### src/rtl/plcm_pkg.sv
// Shared types and constants for the pairwise LCM engine.
// No dependencies; imported by plcm_lcm_unit and pairwise_lcm_engine.
package plcm_pkg;

    localparam int DEPTH       = 64;
    localparam int VALUE_WIDTH = 16;

    localparam int IDX_W = (DEPTH > 1) ? $clog2(DEPTH) : 1;
    localparam int CNT_W = $clog2(DEPTH + 1);
    localparam int LCM_W = 2 * VALUE_WIDTH;

    localparam logic [1:0] ERR_OK   = 2'd0;
    localparam logic [1:0] ERR_ZERO = 2'd1;
    localparam logic [1:0] ERR_FULL = 2'd2;

    typedef struct packed {
        logic [15:0] value;
        logic        start_new;
    } plcm_in_t;

    typedef struct packed {
        logic [31:0] lcm;
        logic [5:0]  pair_index;
        logic        last;
        logic [1:0]  error;
    } plcm_out_t;

    typedef struct packed {
        logic start;
        logic ack;
    } lcm_ctrl_t;

    typedef struct packed {
        logic busy;
        logic done;
    } lcm_stat_t;

endpackage

### src/rtl/plcm_lcm_unit.sv
// Iterative LCM unit: walks multiples of both operands, one add per cycle.
// Depends on plcm_pkg.
module plcm_lcm_unit import plcm_pkg::*;
(
    input  logic                   clk,
    input  logic                   rst_n,
    input  lcm_ctrl_t              ctrl,
    input  logic [VALUE_WIDTH-1:0] a,
    input  logic [VALUE_WIDTH-1:0] b,
    output lcm_stat_t              stat,
    output logic [LCM_W-1:0]       result
);

    logic             busy_reg, busy_next;
    logic [LCM_W-1:0] a_reg, a_next;
    logic [LCM_W-1:0] b_reg, b_next;
    logic [LCM_W-1:0] ma_reg, ma_next;
    logic [LCM_W-1:0] mb_reg, mb_next;
    logic             equal;

    assign equal     = (ma_reg == mb_reg);
    assign stat.busy = busy_reg;
    assign stat.done = busy_reg && equal;
    assign result    = ma_reg;

    // Advance the smaller multiple until both meet; the meeting point is the LCM.
    always_comb
    begin
        busy_next = busy_reg;
        a_next    = a_reg;
        b_next    = b_reg;
        ma_next   = ma_reg;
        mb_next   = mb_reg;
        if (ctrl.start)
        begin
            busy_next = 1'b1;
            a_next    = LCM_W'(a);
            b_next    = LCM_W'(b);
            ma_next   = LCM_W'(a);
            mb_next   = LCM_W'(b);
        end
        else if (busy_reg)
        begin
            if (equal)
            begin
                if (ctrl.ack)
                begin
                    busy_next = 1'b0;
                end
            end
            else if (ma_reg < mb_reg)
            begin
                ma_next = ma_reg + a_reg;
            end
            else
            begin
                mb_next = mb_reg + b_reg;
            end
        end
    end

    always_ff @(posedge clk or negedge rst_n)
    begin
        if (!rst_n)
        begin
            busy_reg <= 1'b0;
        end
        else
        begin
            busy_reg <= busy_next;
        end
    end

    always_ff @(posedge clk)
    begin
        a_reg  <= a_next;
        b_reg  <= b_next;
        ma_reg <= ma_next;
        mb_reg <= mb_next;
    end

    a_operands_nonzero: assert property (@(posedge clk) disable iff (!rst_n)
        busy_reg |-> (a_reg != '0 && b_reg != '0))
        else $error("lcm unit running on a zero operand");

    a_ack_when_done: assert property (@(posedge clk) disable iff (!rst_n)
        ctrl.ack |-> stat.done)
        else $error("lcm result taken before it was ready");

    a_result_nonzero: assert property (@(posedge clk) disable iff (!rst_n)
        stat.done |-> result != '0)
        else $error("lcm result of zero");

endmodule

### src/rtl/pairwise_lcm_engine.sv
// Pairwise LCM engine: one item in, one LCM out per earlier stored number.
// Each result takes a store read, a load into the LCM unit, one add per search
// step and a hand-over that waits for a free output, so throughput is data dependent.
// Items with an error result go through the error state; items with none stay idle.
// Reset clears the count and control; the number store keeps no reset value
// and needs no clearing pass, as only written entries are read.
module pairwise_lcm_engine import plcm_pkg::*;
(
    input  logic      clk,
    input  logic      rst_n,
    input  logic      in_valid,
    output logic      in_ready,
    input  plcm_in_t  in_data,
    output logic      out_valid,
    input  logic      out_ready,
    output plcm_out_t out_data
);

    localparam logic [2:0] S_IDLE = 3'd0;
    localparam logic [2:0] S_READ = 3'd1;
    localparam logic [2:0] S_LOAD = 3'd2;
    localparam logic [2:0] S_RUN  = 3'd3;
    localparam logic [2:0] S_ERR  = 3'd4;

    logic [2:0]             state_reg, state_next;
    logic [CNT_W-1:0]       count_reg, count_next;
    logic [CNT_W-1:0]       total_reg, total_next;
    logic [IDX_W-1:0]       idx_reg, idx_next;
    logic [VALUE_WIDTH-1:0] cur_reg, cur_next;
    logic [1:0]             err_reg, err_next;
    logic                   out_valid_reg, out_valid_next;
    plcm_out_t              out_reg, out_next;

    logic [VALUE_WIDTH-1:0] store_mem [DEPTH];
    logic [VALUE_WIDTH-1:0] rd_data_reg;
    logic                   wr_en;
    logic [IDX_W-1:0]       wr_addr;

    logic                   accept;
    logic                   out_free;
    logic [VALUE_WIDTH-1:0] v;
    logic [CNT_W-1:0]       cnt;
    logic                   is_last;
    lcm_ctrl_t              lcm_ctrl;
    lcm_stat_t              lcm_stat;
    logic [LCM_W-1:0]       lcm_result;

    assign in_ready  = (state_reg == S_IDLE);
    assign accept    = in_valid && in_ready;
    assign out_free  = !out_valid_reg || out_ready;
    assign out_valid = out_valid_reg;
    assign out_data  = out_reg;
    assign v         = VALUE_WIDTH'(in_data.value);
    assign cnt       = in_data.start_new ? '0 : count_reg;
    assign is_last   = (CNT_W'(idx_reg) + CNT_W'(1) == total_reg);

    // The new value goes to entry cnt; used reads cover only entries below it and
    // the next item waits for idle, so no used read ever meets a write to its entry.
    assign wr_en   = accept && (v != '0) && (cnt != CNT_W'(DEPTH));
    assign wr_addr = IDX_W'(cnt);

    always_ff @(posedge clk)
    begin
        if (wr_en)
        begin
            store_mem[wr_addr] <= v;
        end
        rd_data_reg <= store_mem[idx_reg];
    end

    plcm_lcm_unit u_lcm (
        .clk    (clk),
        .rst_n  (rst_n),
        .ctrl   (lcm_ctrl),
        .a      (rd_data_reg),
        .b      (cur_reg),
        .stat   (lcm_stat),
        .result (lcm_result)
    );

    always_comb
    begin
        state_next     = state_reg;
        count_next     = count_reg;
        total_next     = total_reg;
        idx_next       = idx_reg;
        cur_next       = cur_reg;
        err_next       = err_reg;
        out_valid_next = out_valid_reg && !out_ready;
        out_next       = out_reg;
        lcm_ctrl.start = 1'b0;
        lcm_ctrl.ack   = 1'b0;

        case (state_reg)
            S_IDLE:
            begin
                if (accept)
                begin
                    count_next = cnt;
                    if (v == '0)
                    begin
                        err_next   = ERR_ZERO;
                        state_next = S_ERR;
                    end
                    else if (cnt == CNT_W'(DEPTH))
                    begin
                        err_next   = ERR_FULL;
                        state_next = S_ERR;
                    end
                    else
                    begin
                        count_next = cnt + CNT_W'(1);
                        total_next = cnt;
                        cur_next   = v;
                        idx_next   = '0;
                        if (cnt != '0)
                        begin
                            state_next = S_READ;
                        end
                    end
                end
            end
            S_READ:
            begin
                state_next = S_LOAD;
            end
            S_LOAD:
            begin
                lcm_ctrl.start = 1'b1;
                state_next     = S_RUN;
            end
            S_RUN:
            begin
                if (lcm_stat.done && out_free)
                begin
                    lcm_ctrl.ack        = 1'b1;
                    out_valid_next      = 1'b1;
                    out_next.lcm        = 32'(lcm_result);
                    out_next.pair_index = 6'(idx_reg);
                    out_next.last       = is_last;
                    out_next.error      = ERR_OK;
                    if (is_last)
                    begin
                        state_next = S_IDLE;
                    end
                    else
                    begin
                        idx_next   = idx_reg + IDX_W'(1);
                        state_next = S_READ;
                    end
                end
            end
            S_ERR:
            begin
                if (out_free)
                begin
                    out_valid_next      = 1'b1;
                    out_next.lcm        = '0;
                    out_next.pair_index = '0;
                    out_next.last       = 1'b1;
                    out_next.error      = err_reg;
                    state_next          = S_IDLE;
                end
            end
            default:
            begin
                state_next = S_IDLE;
            end
        endcase
    end

    always_ff @(posedge clk or negedge rst_n)
    begin
        if (!rst_n)
        begin
            state_reg     <= S_IDLE;
            count_reg     <= '0;
            out_valid_reg <= 1'b0;
        end
        else
        begin
            state_reg     <= state_next;
            count_reg     <= count_next;
            out_valid_reg <= out_valid_next;
        end
    end

    always_ff @(posedge clk)
    begin
        total_reg <= total_next;
        idx_reg   <= idx_next;
        cur_reg   <= cur_next;
        err_reg   <= err_next;
        out_reg   <= out_next;
    end

    a_count_bound: assert property (@(posedge clk) disable iff (!rst_n)
        count_reg <= CNT_W'(DEPTH))
        else $error("stored count beyond store depth");

    a_error_shape: assert property (@(posedge clk) disable iff (!rst_n)
        (out_valid_reg && out_reg.error != ERR_OK)
            |-> (out_reg.last && out_reg.lcm == '0 && out_reg.pair_index == '0))
        else $error("malformed error item");

    a_lcm_busy_in_run: assert property (@(posedge clk) disable iff (!rst_n)
        lcm_stat.busy |-> state_reg == S_RUN)
        else $error("lcm unit busy outside run state");

    a_idx_in_range: assert property (@(posedge clk) disable iff (!rst_n)
        (state_reg == S_RUN) |-> (CNT_W'(idx_reg) < total_reg))
        else $error("pair index past the stored entries");

endmodule

### config.mk
export PLATFORM = sky130hd
export DESIGN_NAME = pairwise_lcm_engine
export DESIGN_NICKNAME = d
export VERILOG_FILES = /design/src/rtl/plcm_pkg.sv /design/src/rtl/plcm_lcm_unit.sv /design/src/rtl/pairwise_lcm_engine.sv
export SDC_FILE = /design/constraint.sdc
export NUM_CORES = 1
export LEC_CHECK = 0
export BUFFER_PORTS_ARGS = -buffer_cell sky130_fd_sc_hd__clkbuf_2
export CORE_MARGIN = 4
export CORE_UTILIZATION = 55
export CTS_CLUSTER_DIAMETER = 30
export CTS_CLUSTER_SIZE = 24
export DETAILED_ROUTE_END_ITERATION = 12
export GPL_TIMING_DRIVEN = 1
export PLACE_DENSITY = 0.71
export SYNTH_ARGS = -nofsm -noshare
export SYNTH_HDL_FRONTEND = slang
export SYNTH_SLANG_ARGS = --single-unit
### constraint.sdc
create_clock -name clk -period 5.6 [get_ports clk]
set_clock_uncertainty 0.05 [all_clocks]
set_input_delay 0.56 -clock clk [delete_from_list [all_inputs] [get_ports clk]]
set_output_delay 0.56 -clock clk [all_outputs]
set_load 0.01 [all_outputs]
==> parameters.txt, run 1 <==
Parameter                              Value

Yosys
  Most instantiated flip-flop cell in the synthesis netlist    sky130_fd_sc_hd__edfxtp_1
  Number of distinct standard cells referenced by the synthesized netlist    72
  Dominant cells by area after synthesis    sky130_fd_sc_hd__edfxtp_1 (71%), sky130_fd_sc_hd__mux4_2 (15%), sky130_fd_sc_hd__dfxtp_1 (2.0%), sky130_fd_sc_hd__ha_1 (1.7%), sky130_fd_sc_hd__nor2_1 (0.87%)
  Mean instance size in the synthesized netlist    20.0 um2
  Post-synthesis cell count    around 2400
  Share of synthesized flip-flops with an asynchronous set or reset    0.984%
  Synth Net Count    2536
  Synth Cell Area    49000 um2
  Most instantiated library cell after synthesis    sky130_fd_sc_hd__edfxtp_1
  Area share of the largest cell type after synthesis    a little under three quarters
  Number of register bits inferred by synthesis    1220
  Number of flops mapped to enable cells by yosys    roughly 1200
  Sequential cell area fraction in the yosys report    73.7%
  Synth area leader    sky130_fd_sc_hd__edfxtp_1
  Count of synthesis-stage warnings from yosys    0
  Most common library cells after synthesis    sky130_fd_sc_hd__edfxtp_1 (1160), sky130_fd_sc_hd__mux4_2 (336), sky130_fd_sc_hd__nor2_1 (113)

Timing
  Setup repair after global routing missed its margin    false
  Final Hold Violating Endpoints    0
  Final setup fails    0
  Worst setup slack after layout    1.68 ns
  Slew of the pin with the lowest slew margin    1.22 ns
  Max-slew headroom    between 10% and 20%
  Pins Over Slew Limit    0
  Peak clock frequency supported by timing    255 MHz
  Setup TNS    0 ns
  Period utilisation layout    69.9%
  Post-layout min period    ~3.9 ns
  Worst Hold Slack    0.122 ns

Worst setup path
  Worst EP arrival    between 4 and 5 ns
  Critical Path, Cell by Cell    ha_1 > fa_1 > a21oi_1 > o211ai_1 > o21ai_0 > o21ai_0 > a2111oi_2 > or4_1 > a21oi_1
  Setup slack of the worst register-to-register path    1.68 ns
  Number of buffers and inverters on the critical path    0
  Critical Setup Path Class    flop to flop
  Cell at the slowest stage of the critical path    sky130_fd_sc_hd__a2111oi_2
  CP delay by family, top    compound AO/OA/AOI/OAI gates
  Worst R2R End    u_lcm.result[24]
  R2R Path Start    u_lcm.result[0]
  Req. time, crit path    6.14 ns
  Critical path capture point type    flop
  Length in cells of the worst reg-to-reg path    9
  Startpoint kind of the worst setup timing path    flop
  Maximum fanout along the worst path    11
  Worst stage delay on the critical path    1.07 ns

Global routing
  Most used routing layer in global routing    met2
  GRT Residual Overflow    0
  Met1 Use GR    36.3%
  Number of global-route vias before repair    26000
  Met2 routing resource usage after global routing    40.3%
  Largest net degree at the start of global routing    147
  GRT Overall Usage    about a quarter
  Global routing usage on met3    6.72%
  First-pass GRT wire length    176000 um
  Number of antenna violations at the first check in global routing    4

Floorplan
  Vertical die dimension    306 um
  DIE WIDTH    just over 300 um
  # rows    109
  Top-level I/O count    64
  Die Area    approximately 94000 um2
  Initial cell density of the core    55.4%
  Std-Cell Core Area    88400 um2

CTS
  Number of resized instances in the post-cts repair step    0
  CTS sink count    1220
  Clock buffer count from CTS    209
  Clock insertion delay at the later pin of the skew report    around 0.8 ns
  Clock tree buffer depth    3
  CTS root buffer    sky130_fd_sc_hd__clkbuf_16
  CTS H-tree depth    4
  Clock-pin slew on the worst setup and hold paths    0.05 ns
  CTS tree    done

Layout
  Area growth, synth to finish    19.5%
  Net count, final    2802
  Largest reg by FF count    store_mem
  Max reg flops    about 1000
  Share of final-layout standard cells stronger than drive strength 1    30.5%

Place
  Final GP Congestion    around 0.86
  DP HPWL    about 68000 um
  Buffers added on ports    63
  Pre-CTS setup slack    1.52 ns

Status
  Outcome    finished, final reports clean

Drt
  DR vias/cell    6.35
  Total length of routed wires    119000 um
  Number of DRC violations after detailed-routing iteration 0    3115
  Detailed-route DRC error count    0
  Routed length per instance    about 29 um
  Number of iterations in the first detailed-routing pass    8
  Count of nets left with antenna violations after detail routing    0
  Via count of the routed design    25800

Flow run
  Maxcap violations    0

Min path
  Capture endpoint of the worst hold path    state_reg[0]
  Hold Path Cell Cnt    3
  Worst hold path class    input port to flop
  Worst min-delay path startpoint    in_valid

Pwr
  Power density over the cells    394 nW/um2
  IR drop worst, VDD    between 300 and 400 uV
  Leakage power of the design    ~19 nW
metal layers:
metal	vias up	wire length (um)
li1	10800	-
met1	13400	46900
met2	1429	57400
met3	188	11800
met4	0	3100
met5	-	0
timing repair:
item                      CTS  global route
setup buffers               0             0
hold endpoints to repair   12             0
hold buffers                1             0
where the power goes:
part	total [W]	leakage (nW)	internal (W)	switching, W
Combinational	0.000172	4.47	0.0000142	0.000158
Clock	0.0129	3.50	0.00824	0.00467
Sequential	0.00998	10.9	0.00998	0.0000000000000000000452
cell type report:
| type | count | area (um2) |
|---|---|---|
| tap | 1165 | 1460 |
| clock buffer | 232 | 5420 |
| antenna | 3 | 7.51 |
| fill | 5509 | 29900 |
| multi-input combinational | 1068 | 12300 |
| sequential | 1220 | 36100 |
| clock inverter | 163 | 1910 |
| inverter | 52 | 195 |
| timing repair buffer | 161 | 1150 |
placed cells by master, fill, tap and decap left out, types with 8 or more instances in the layout:
cell type,Yosys,routed
sky130_fd_sc_hd__edfxtp_1,1160,1160
sky130_fd_sc_hd__mux4_2,336,336
sky130_fd_sc_hd__clkbuf_16,0,211
sky130_fd_sc_hd__nor2_1,113,105
sky130_fd_sc_hd__nand2_1,96,96
sky130_fd_sc_hd__buf_4,0,89
sky130_fd_sc_hd__a21oi_1,69,69
sky130_fd_sc_hd__ha_1,67,67
sky130_fd_sc_hd__clkbuf_2,0,63
sky130_fd_sc_hd__o21ai_0,52,52
sky130_fd_sc_hd__inv_1,52,51
sky130_fd_sc_hd__dfxtp_1,48,48
sky130_fd_sc_hd__and2_1,37,37
sky130_fd_sc_hd__clkinv_2,0,29
sky130_fd_sc_hd__clkinvlp_4,0,29
sky130_fd_sc_hd__nand3_1,27,27
sky130_fd_sc_hd__clkinv_4,0,25
sky130_fd_sc_hd__bufinv_16,0,25
sky130_fd_sc_hd__o31ai_1,23,22
sky130_fd_sc_hd__clkinv_1,0,20
sky130_fd_sc_hd__nand4_1,17,17
sky130_fd_sc_hd__inv_6,0,17
sky130_fd_sc_hd__xor2_1,15,15
sky130_fd_sc_hd__clkbuf_1,72,15
sky130_fd_sc_hd__nor4_1,14,14
sky130_fd_sc_hd__nor3_1,14,14
sky130_fd_sc_hd__o21a_1,14,14
sky130_fd_sc_hd__nand2b_1,14,13
sky130_fd_sc_hd__xnor2_1,13,13
sky130_fd_sc_hd__or3_1,13,13
sky130_fd_sc_hd__dfrtp_1,12,12
sky130_fd_sc_hd__or4_1,11,11
sky130_fd_sc_hd__a21o_1,9,9
sky130_fd_sc_hd__a31oi_1,9,9
sky130_fd_sc_hd__and3_1,9,9
sky130_fd_sc_hd__a211oi_1,8,8
sky130_fd_sc_hd__o21bai_1,8,8
sky130_fd_sc_hd__nor2_2,1,8
sky130_fd_sc_hd__buf_12,0,8
cells by family (layout without fill, tap and decap cells):
kind of cell,Yosys count,after routing,synth area share (%)
xor gates and xnor gates,28,28,0.501
other,0,3,0
DFF,1220,1220,73.7
muxes,343,343,15.6
adders and majority gates,69,69,1.79
buffers and inverters,158,608,1.29
AOI/OAI and AO/OA,230,230,3.00
and+or+nand+nor,398,398,4.09
worst max path at each step:
stage                     slack, ns           endpoint  cells past startpoint             from
after floorplan                1.53        out_data[0]                      7  u_lcm.result[7]
after global placement         1.67   store_mem[59][8]                      9       in_data[7]
after detailed placement       1.52   store_mem[62][9]                      9       in_data[7]
after CTS                      1.76  store_mem[62][15]                      7     state_reg[0]
after global routing           1.34   u_lcm.result[18]                      9  u_lcm.result[0]
final                          1.68   u_lcm.result[24]                      9  u_lcm.result[0]
stage by stage:
stage               instances  total power (W)  instance area [um2]  util (%)
floorplan                2446           0.0102                49000         -
CTS                      4061           0.0232                58500      66.2
global placement         3665           0.0103                51100      57.9
finish                   4064           0.0231                58500      66.2
global route             4061           0.0237                58500      66.2
detailed placement       3665           0.0103                51100      57.9
tightest hold or removal path: stages:
cell	delay, ns
sky130_fd_sc_hd__clkbuf_2	0.12
sky130_fd_sc_hd__nand4b_1	0.12
sky130_fd_sc_hd__a21oi_1	0.07
No activity file was read; power rests on OpenSTA's default activity.
==> run 2, diff against run 1 <==
--- a/config.mk
+++ b/config.mk
@@ -12,7 +12,7 @@
 export CTS_CLUSTER_SIZE = 24
 export DETAILED_ROUTE_END_ITERATION = 12
 export GPL_TIMING_DRIVEN = 1
-export PLACE_DENSITY = 0.71
+export PLACE_DENSITY = 0.74
 export SYNTH_ARGS = -nofsm -noshare
 export SYNTH_HDL_FRONTEND = slang
 export SYNTH_SLANG_ARGS = --single-unit
==> constraint.sdc (replaced) <==
create_clock -name clk -period 3.13 [get_ports clk]
set_clock_uncertainty 0.05 [all_clocks]
set_input_delay 0.313 -clock clk [delete_from_list [all_inputs] [get_ports clk]]
set_output_delay 0.313 -clock clk [all_outputs]
set_load 0.01 [all_outputs]
==> run 2 against run 1 <==
  * Power is 75% higher
  * Cell area grew 1.3%
  * Utilization grew 0.89 points
  * Flip-flop and latch count is the same
  * Worst hold slack gained 0.024 ns
  * Routed wire length grew 0.42%
  * First-iteration DRC count grew 1.8%
  * Fmax up 29%
  * Non-clock buffer count grew 53
  * Critical endpoint is now u_lcm.result[29]
  * Largest power group unchanged
==> parameters.txt, run 2 (synthesized netlist as in run 1, its figures left out) <==
Parameter                              Value

Drt
  Routed length per instance    29.2 um (was 29.4 um)
  Count of nets left with antenna violations after detail routing    0 (unchanged)
  Detailed-route DRC error count    0 (unchanged)
  Via count of the routed design    26000 (was 25800)
  Total length of routed wires    120000 um (was 119000 um)
  Number of DRC violations after detailed-routing iteration 0    3171 (was 3115)
  DR vias/cell    6.36 (was 6.35)
  Number of iterations in the first detailed-routing pass    8 (unchanged)

Place
  Buffers added on ports    63 (unchanged)
  Post-place instance area    52100 um2 (was 51100 um2)
  DP HPWL    69100 um (was 68300 um)
  Final GP Congestion    0.892 (was 0.859)

Timing
  Final Hold Violating Endpoints    0 (unchanged)
  Post-layout min period    3.03 ns (was 3.92 ns)
  Peak clock frequency supported by timing    330 MHz (was 255 MHz)
  Final setup fails    0 (unchanged)
  Period utilisation layout    96.7% (was 69.9%)
  Pins Over Slew Limit    0 (unchanged)
  Max-slew headroom    24.6% (was 17.7%)
  Slew of the pin with the lowest slew margin    1.12 ns (was 1.22 ns)
  Setup repair after global routing missed its margin    true (was false)

CTS
  Clock-pin slew on the worst setup and hold paths    0.05 ns (about the same)
  CTS root buffer    sky130_fd_sc_hd__clkbuf_16 (unchanged)
  CTS sink count    1220 (unchanged)
  Clock buffer count from CTS    201 (was 209)
  Clock tree buffer depth    3 (unchanged)
  CTS H-tree depth    4 (unchanged)
  Clock insertion delay at the later pin of the skew report    0.78 ns (was 0.80 ns)
  CTS tree    done (unchanged)

Worst setup path
  Worst R2R End    u_lcm.result[29] (was u_lcm.result[24])
  R2R Path Start    u_lcm.result[11] (was u_lcm.result[0])
  Critical Setup Path Class    flop to flop (unchanged)
  Critical path capture point type    flop (unchanged)
  Maximum fanout along the worst path    10 (was 11)
  Req. time, crit path    3.71 ns (was 6.14 ns)
  Startpoint kind of the worst setup timing path    flop (unchanged)
  Length in cells of the worst reg-to-reg path    8 (was 9)
  Setup slack of the worst register-to-register path    0.10 ns (was 1.68 ns)
  Worst EP arrival    3.61 ns (was 4.46 ns)

Pwr
  Power density over the cells    680 nW/um2 (was 394 nW/um2)
  Leakage power of the design    19.1 nW (was 18.9 nW)
  Total power draw    0.0403 W (was 0.0231 W)
  IR drop worst, VDD    572 uV (was 348 uV)

Min path
  Hold Path Cell Cnt    2 (was 3)
  Capture endpoint of the worst hold path    store_mem[61][12] (was state_reg[0])
  Worst hold path class    input port to flop (unchanged)
  Worst min-delay path startpoint    in_data[13] (was in_valid)

Global routing
  Number of antenna violations at the first check in global routing    8 (was 4)
  GRT Overall Usage    26.1% (was 25.7%)
  Largest net degree at the start of global routing    75 (was 147)
  First-pass GRT wire length    180000 um (was 176000 um)
  Number of global-route vias before repair    26600 (was 26000)
  GRT Residual Overflow    0 (unchanged)

Flow run
  Maxcap violations    0 (unchanged)

Floorplan
  Top-level I/O count    64 (unchanged)
  Initial cell density of the core    55.4% (unchanged)
  Die Area    93900 um2 (unchanged)
  Std-Cell Core Area    88400 um2 (unchanged)
  DIE WIDTH    306 um (unchanged)
  # rows    109 (unchanged)
  Vertical die dimension    306 um (unchanged)

Status
  Outcome    finished, final reports clean (unchanged)

Layout
  Net count, final    2848 (was 2802)
  Max reg flops    1024 (unchanged)
  Largest reg by FF count    store_mem (unchanged)
  Area growth, synth to finish    21.1% (was 19.5%)
  Most common cell after layout, fill and taps aside    sky130_fd_sc_hd__edfxtp_1 (unchanged)
  Core occupancy in the finished layout    67.1% (was 66.2%)
  Post-route cell area    59300 um2 (was 58500 um2)
  Highest-count cells in the layout ignoring fill and taps    sky130_fd_sc_hd__edfxtp_1 (1160), sky130_fd_sc_hd__mux4_2 (336), sky130_fd_sc_hd__clkbuf_16 (202) (was sky130_fd_sc_hd__edfxtp_1 (1160), sky130_fd_sc_hd__mux4_2 (336), sky130_fd_sc_hd__clkbuf_16 (211))
  Share of final-layout standard cells stronger than drive strength 1    33.0% (was 30.5%)
## run 2: cell types whose count changed in the layout (fill, tap and decap cells not counted), moves of 9 or more
| cell | before | now |
|---|---|---|
| sky130_fd_sc_hd__clkinv_2 | 29 | 17 |
| sky130_fd_sc_hd__nor2_2 | 8 | 18 |
| sky130_fd_sc_hd__buf_12 | 8 | 40 |
| sky130_fd_sc_hd__nor2_4 | 1 | 32 |
| sky130_fd_sc_hd__inv_6 | 17 | 32 |
| sky130_fd_sc_hd__buf_4 | 89 | 105 |
| sky130_fd_sc_hd__nor2_1 | 105 | 64 |
| sky130_fd_sc_hd__clkbuf_16 | 211 | 202 |
## run 2: routing by layer
layer | routed length [um] | global-route usage, %
met5 | 63 | 0
met4 | 4020 | 9.35
met3 | 10400 | 5.96
met2 | 58100 | 40.7
met1 | 47200 | 36.9
## run 2: repair_timing
item / 4_1_cts / 5_1_grt
setup buffers: 0 / 7
gates resized for setup: 1 / 25
pin swaps: 0 / 8
hold buffers: 6 / 0
gates cloned: 0 / 1
hold endpoints to repair: 23 / 0
setup endpoints to repair: 3 / 193
## run 2: report_power, final
group	total, W	switching, W	internal, W
logic	0.000290	0.000257	0.0000330
registers	0.0178	0.000000000000000000106	0.0178
clock network	0.0222	0.00828	0.0139
total	0.0403	0.00854	0.0318
## run 2: critical path, stage by stage (launching register included)
cell,delay [ns]
sky130_fd_sc_hd__edfxtp_1,0.44
sky130_fd_sc_hd__ha_1,0.36
sky130_fd_sc_hd__nand4_1,0.15
sky130_fd_sc_hd__nor4_1,0.11
sky130_fd_sc_hd__a21o_1,0.23
sky130_fd_sc_hd__or3b_4,0.44
sky130_fd_sc_hd__or3_2,0.63
sky130_fd_sc_hd__o31ai_1,0.38
sky130_fd_sc_hd__a21oi_1,0.11
## run 2: worst max path at each step
stage,cells after the start,from,slack (ns),endpoint
floorplan,8,state_reg[0],-0.12,store_mem[59][0]
finish,8,u_lcm.result[11],0.10,u_lcm.result[29]
CTS,8,u_lcm.mb_reg[1],0.06,u_lcm.mb_reg[17]
global route,9,u_lcm.mb_reg[10],-0.01,u_lcm.result[21]
global placement,10,u_lcm.result[0],0.02,u_lcm.result[16]
detailed placement,10,u_lcm.result[0],-0.004,u_lcm.result[16]
## run 2: through the flow
step                setup WS [ns]  TNS [ns]  instances  hold WS (ns)
floorplan                  -0.121    -22.55       2446       -0.0326
global placement           0.0221         0       3706         0.228
detailed placement       -0.00388  -0.00654       3706         0.236
CTS                        0.0568         0       4087         0.156
global route              -0.0120   -0.0120       4095         0.178
finish                      0.102         0       4096         0.146
## run 2: cell type report
| cell class | count | area (um2) |
|---|---|---|
| Timing Repair Buffer | 214 | 1960 |
| Antenna cell | 1 | 2.50 |
| Clock inverter | 154 | 1850 |
| Clock buffer | 221 | 5130 |
| Tap cell | 1165 | 1460 |
| Multi-Input combinational cell | 1069 | 12600 |
| Fill cell | 5419 | 29100 |
| Inverter | 52 | 199 |
| Sequential cell | 1220 | 36100 |
